===== config.mk =====
export PLATFORM = sky130hd
export DESIGN_NAME = sfd_chan
export DESIGN_NICKNAME = d
export VERILOG_FILES = /design/src/sfd_pkg.sv /design/src/sfd_chan.sv
export SDC_FILE = /design/constraint.sdc
export NUM_CORES = 2
export LEC_CHECK = 0
export ABC_AREA = 1
export BUFFER_PORTS_ARGS = -buffer_cell sky130_fd_sc_hd__buf_4
export CAP_MARGIN = 0
export CORE_UTILIZATION = 57
export CTS_CLUSTER_SIZE = 20
export DETAILED_ROUTE_END_ITERATION = 12
export MAX_ROUTING_LAYER = met4
export PLACE_DENSITY_LB_ADDON = 0.05
export SYNTH_ARGS = -nofsm -noshare
export SYNTH_HDL_FRONTEND = slang
export SYNTH_SLANG_ARGS = --single-unit
export TNS_END_PERCENT = 10

===== constraint.sdc =====
create_clock -name aclk -period 24.9 [get_ports aclk]
set_input_delay 4.98 -clock aclk [delete_from_list [all_inputs] [get_ports aclk]]
set_output_delay 4.98 -clock aclk [all_outputs]
set_load 0.005 [all_outputs]

===== src/sfd_pkg.sv =====
// shared constants, types and register indexes of the stereo feedback delay unit
// no dependencies
package sfd_pkg;

    localparam int MAX_DELAY   = 65536;
    localparam int SAMPLE_BITS = 24;
    localparam int ADDR_W      = $clog2(MAX_DELAY);
    localparam int GAIN_FRAC   = 16;
    localparam int FB_W        = 16;
    localparam int MIX_W       = 17;
    localparam int DELAY_W     = 16;
    localparam int TDATA_W     = ((2 * SAMPLE_BITS + 7) / 8) * 8;

    localparam int CFG_IDX_W   = 3;
    localparam int CFG_DATA_W  = 17;

    localparam logic [CFG_IDX_W-1:0] REG_ENABLE   = 3'd0;
    localparam logic [CFG_IDX_W-1:0] REG_MONO     = 3'd1;
    localparam logic [CFG_IDX_W-1:0] REG_DELAY    = 3'd2;
    localparam logic [CFG_IDX_W-1:0] REG_FEEDBACK = 3'd3;
    localparam logic [CFG_IDX_W-1:0] REG_MIX      = 3'd4;

    localparam logic [FB_W-1:0]    FB_LIMIT    = 16'd62259;
    localparam logic [MIX_W-1:0]   MIX_ONE     = 17'd65536;
    localparam logic [DELAY_W-1:0] DELAY_RESET = 16'd22050;
    localparam logic [FB_W-1:0]    FB_RESET    = 16'd32768;
    localparam logic [MIX_W-1:0]   MIX_RESET   = 17'd32768;

    typedef logic signed [SAMPLE_BITS-1:0] sample_t;
    typedef logic [ADDR_W-1:0]             addr_t;

    // per-beat control handed from the top level to each channel datapath
    typedef struct packed {
        logic             capture;   // latch this cycle's store value for the next beat
        logic             fwd_hit;   // stage-1 beat reads the forwarded value
        logic             entry_ok;  // stage-1 read address was written since reset
        logic             load;      // stage 1 moves into stage 2
        logic             en;        // stage-1 beat is processed, not bypassed
        logic [FB_W-1:0]  fb;        // clamped feedback gain
        logic [MIX_W-1:0] mix;       // clamped wet share
    } sfd_ctl_t;

endpackage


===== src/sfd_chan.sv =====
// one channel of the echo datapath: delayed-sample select, gain products,
// rounding and saturation; depends on sfd_pkg
module sfd_chan (
    input  logic              aclk,
    input  sfd_pkg::sfd_ctl_t ctl,
    input  sfd_pkg::sample_t  s1_sample,
    input  sfd_pkg::sample_t  rd_data,
    output sfd_pkg::sample_t  store_data,
    output sfd_pkg::sample_t  out_sample
);
    import sfd_pkg::*;

    localparam int PROD_W = SAMPLE_BITS + FB_W + 1;
    localparam int DIFF_W = SAMPLE_BITS + 1;
    localparam int WET_W  = DIFF_W + MIX_W + 1;
    localparam int ACC_W  = WET_W + 1;
    localparam int RND_W  = ACC_W - GAIN_FRAC;
    localparam int FBR_W  = PROD_W - GAIN_FRAC;

    localparam longint HI_L = (64'sd1 <<< (SAMPLE_BITS - 1)) - 64'sd1;
    localparam logic signed [RND_W-1:0] SAT_HI = RND_W'(HI_L);
    localparam logic signed [RND_W-1:0] SAT_LO = RND_W'(-HI_L - 64'sd1);
    localparam longint HALF_L = 64'sd1 <<< (GAIN_FRAC - 1);

    function automatic sample_t sat_sample(input logic signed [RND_W-1:0] v);
        sample_t r;
        if (v > SAT_HI) begin
            r = SAMPLE_BITS'(SAT_HI);
        end else if (v < SAT_LO) begin
            r = SAMPLE_BITS'(SAT_LO);
        end else begin
            r = SAMPLE_BITS'(v);
        end
        return r;
    endfunction

    sample_t                    fwd_data_reg;
    sample_t                    s2_dry_reg;
    logic signed [WET_W-1:0]    s2_wet_reg;
    logic                       s2_en_reg;

    sample_t                    delayed;
    logic signed [FB_W:0]       fb_s;
    logic signed [MIX_W:0]      mix_s;
    logic signed [PROD_W-1:0]   fb_prod;
    logic signed [PROD_W-1:0]   fb_sum;
    logic signed [FBR_W-1:0]    fb_rnd;
    logic signed [RND_W-1:0]    store_sum;
    logic signed [DIFF_W-1:0]   diff;
    logic signed [WET_W-1:0]    wet;
    logic signed [ACC_W-1:0]    acc;
    logic signed [RND_W-1:0]    acc_rnd;

    // stage 1: pick the delayed sample, form both gain products
    always_comb begin
        if (ctl.fwd_hit) begin
            delayed = fwd_data_reg;
        end else if (ctl.entry_ok) begin
            delayed = rd_data;
        end else begin
            delayed = '0;
        end
    end

    assign fb_s    = {1'b0, ctl.fb};
    assign mix_s   = {1'b0, ctl.mix};
    assign fb_prod = PROD_W'(delayed) * PROD_W'(fb_s);
    assign fb_sum  = fb_prod + PROD_W'(HALF_L);
    assign fb_rnd  = fb_sum[PROD_W-1:GAIN_FRAC];
    assign store_sum  = RND_W'(s1_sample) + RND_W'(fb_rnd);
    assign store_data = sat_sample(store_sum);

    // dry*(1-mix) + delayed*mix == dry + (delayed-dry)*mix
    assign diff = DIFF_W'(delayed) - DIFF_W'(s1_sample);
    assign wet  = WET_W'(diff) * WET_W'(mix_s);

    always_ff @(posedge aclk) begin
        if (ctl.capture) begin
            fwd_data_reg <= store_data;
        end
        if (ctl.load) begin
            s2_dry_reg <= s1_sample;
            s2_wet_reg <= wet;
            s2_en_reg  <= ctl.en;
        end
    end

    // stage 2: sum, round half up, saturate; a bypassed beat passes its dry sample
    assign acc     = ACC_W'(s2_wet_reg) + (ACC_W'(s2_dry_reg) <<< GAIN_FRAC) + ACC_W'(HALF_L);
    assign acc_rnd = acc[ACC_W-1:GAIN_FRAC];
    assign out_sample = s2_en_reg ? sat_sample(acc_rnd) : s2_dry_reg;

endmodule


==> results.cfg <==
[run_status]
run_status = completed

[worst_setup_path]
cp_top_family = adder cells
crit_type = input pin to output pin
critPathMostFrequentCell = sky130_fd_sc_hd__inv_1
crit_path_end_kind = output pin
slowest_stage = sky130_fd_sc_hd__o22ai_1
r2r_cells = 33
arrival_ns = 15.34
critical_path.startpoint_type = input pin
crit_cells = 36
critical_path_required_ns = 19.92
worstPathMaxFanout = 40
path_buf_inv = 10
cp_slowest_stage_delay_ns = 0.84

[clock_tree]
cts.hold.buffers_added = 0
cts.repair_timing.setup_buffer_count = 0
insertion_delay_ns = 0.34
postCtsResizedCells = 0
number_of_buffers_added_by_the_clock_tree_synthesis_step = 9
htreeDepth = 3
cts-root-buf = sky130_fd_sc_hd__clkbuf_16
cts_tree = done
clk_transition_reported_paths_ns = 0.06
tritoncts_num_sinks = 77
cts.path.max_buffers = 2

[timing]
unrepaired_setup_endpoints_after_global_routing = no
finalWorstPathRequiredPeriod_ns = 20.32
timing_worst_slew_pin_value_ns = 1.12
timing.final.hold_violations = 0
final_min_period_over_clock_period_pct = 81.6
worst_clock_skew_ns = 0.00669
count_of_final_setup_violators = 0
setup_tns_ns = 0
timing_max_transition_violations_final = 0
timing.max_slew.rel_slack_pct = 25.3
max_freq_mhz = 49.2

[routing]
antenna_left = 0
highest_layer_used_for_signal_routing = met4
detail_route.vias_per_cell = 5.45
finalWirelength_um = 118000
routed-via-count = 31200
detailedRoute.firstIterationViolations = 2443
met2_routed_length_um = 51500
drt_drc_violations_left = 0
detailedRoute.firstPassIterationCount = 6
met3_wire_len_um = 12100
wl_per_cell_um = 20.6
wirelength_met1_um = 51800

[hold_path]
worst_hold_path.num_cells = 10
min-delay-path-class = flip-flop to flip-flop

[synth]
postSynthRegisterBits = 77
synth-async-reset-ratio_pct = 0
yosys_most_used_dff = sky130_fd_sc_hd__edfxtp_1
synth_edf_count = 77
synthCells = 4805
synth-seq-area-share_pct = 6.17
synth_largest_area_cell = sky130_fd_sc_hd__fa_1
synth_top_area_share_pct = 42.4
ys.warnings.count = 0
post_synthesis_net_count = 5982
syn-mean-instance-area_sq_um = 7.80
yosysUniqueCellTypes = 57
synth_area_sq_um = 37500
synthTopCellsByArea = sky130_fd_sc_hd__fa_1 42%, sky130_fd_sc_hd__inv_1 13%, sky130_fd_sc_hd__ha_1 9.9%, sky130_fd_sc_hd__nand2_1 9.1%, sky130_fd_sc_hd__edfxtp_1 6.2%

[finish]
fraction_of_layout_instances_using_a_drive_strength_above_1_pct = 5.60
fill_cells = 6121
leading_cell_type_in_the_layout_fill_and_taps_excluded = sky130_fd_sc_hd__inv_1
commonest_cells_after_routing_fill_and_taps_aside = 1,249 x sky130_fd_sc_hd__inv_1, 905 x sky130_fd_sc_hd__nand2_1, 793 x sky130_fd_sc_hd__fa_1
finalNonFillerCells = 5719
fin_nets = 6032
largest_register_ff_count = 28
final_core_utilization_pct = 61.2
area_grow_syn2layout_pct = 5.68

[floorplan]
top_level_ports = 135
dieWidth_um = 258
rows = 93
initial_core_util_pct = 57.9
core_region_area_sq_um = 64700
die_area_sq_um = 66800
die-height_um = 258

[global_routing]
grt.total_usage_pct = 37.3
largest_net_degree_at_the_start_of_global_routing = 54
grt_pass1_wl_um = 182000
global_route.overflow_total = 0
grt_antenna_before_repair = 4
first_global_vias = 31500

[placed_design]
dp.cells = 5699
hpwl_after_dpl_um = 101000
port-buffer-count = 134
routability_cong = 1.02

[job]
cap_viol_max_count = 0
-- kinds of logic (layout without fill, tap and decap cells) --
group | count (synthesis) | count (layout) | synth area share [%]
and+or+nand+nor | 1744 | 1744 | 18.7
other | 0 | 5 | 0
AOI/OAI and AO/OA | 383 | 383 | 5.88
buffers and inverters | 1394 | 1448 | 14.2
xor gates and xnor gates | 117 | 117 | 2.77
DFF | 77 | 77 | 6.17
adders and majority gates | 1090 | 1090 | 52.3
-- worst paths after layout --
kind / startpoint / end / slack, ns
hold reg to reg: fwd_data_reg[0]$_DFFE_PP_ / fwd_data_reg[1]$_DFFE_PP_ / 1.95
hold / removal: fwd_data_reg[0]$_DFFE_PP_ / fwd_data_reg[1]$_DFFE_PP_ / 1.95
setup reg to reg: fwd_data_reg[23]$_DFFE_PP_ / fwd_data_reg[9]$_DFFE_PP_ / 14.96
setup / recovery: ctl[36] / store_data[9] / 4.58
-- cells in the mapped netlist (44+ instances only) --
cell type	number
sky130_fd_sc_hd__a21oi_1	171
sky130_fd_sc_hd__nand2_1	905
sky130_fd_sc_hd__fa_1	793
sky130_fd_sc_hd__clkbuf_1	97
sky130_fd_sc_hd__edfxtp_1	77
sky130_fd_sc_hd__o21ai_0	102
sky130_fd_sc_hd__nor2_1	577
sky130_fd_sc_hd__or2_2	47
sky130_fd_sc_hd__nand3_1	139
sky130_fd_sc_hd__xor2_1	71
sky130_fd_sc_hd__xnor2_1	44
sky130_fd_sc_hd__inv_1	1249
sky130_fd_sc_hd__ha_1	297
-- area by class of cell --
class                           count  area, sq um  share of cell area [%]
Multi-Input combinational cell   3334        29900                    75.5
Tap cell                          855         1070                    2.70
Clock inverter                      6         88.8                   0.224
Sequential cell                    77         2310                    5.84
Antenna cell                        5         12.5                  0.0316
Timing Repair Buffer              168         1260                    3.18
Clock buffer                        9          225                   0.569
Inverter                         1265         4750                    12.0
-- tightest hold or removal path: stages, from the launching register on --
cell and delay [ns]:
sky130_fd_sc_hd__edfxtp_1 0.32, sky130_fd_sc_hd__nand2_1 0.09, sky130_fd_sc_hd__o21ai_4 0.15, sky130_fd_sc_hd__nand4_1 0.09, sky130_fd_sc_hd__nor2_1 0.21, sky130_fd_sc_hd__a21o_1 0.17, sky130_fd_sc_hd__nand3_1 0.07, sky130_fd_sc_hd__nand2_1 0.12
sky130_fd_sc_hd__xnor2_1 0.25, sky130_fd_sc_hd__fa_1 0.20, sky130_fd_sc_hd__a21oi_1 0.08
-- per-stage QoR --
| stage | hold WS [ns] | instance area [sq um] | setup WS (ns) |
|---|---|---|---|
| after floorplan | 1.41 | 37500 | 7.63 |
| after global placement | 1.95 | 39300 | 5.00 |
| after detailed placement | 1.95 | 39300 | 4.74 |
| after CTS | 1.96 | 39600 | 4.71 |
| after global routing | 2.08 | 39600 | 3.74 |
| final | 1.95 | 39600 | 4.58 |
-- metal layers --
layer / up-vias / global-route usage (%)
li1: 14200 / -
met4: 0 / 7.26
met3: 133 / 8.21
met5: - / -
met1: 15500 / 53.0
met2: 1337 / 55.0
Power is left out: the tool's default activity adds up to more than one toggle a clock period on the data nets, which glitch-free logic cannot reach.
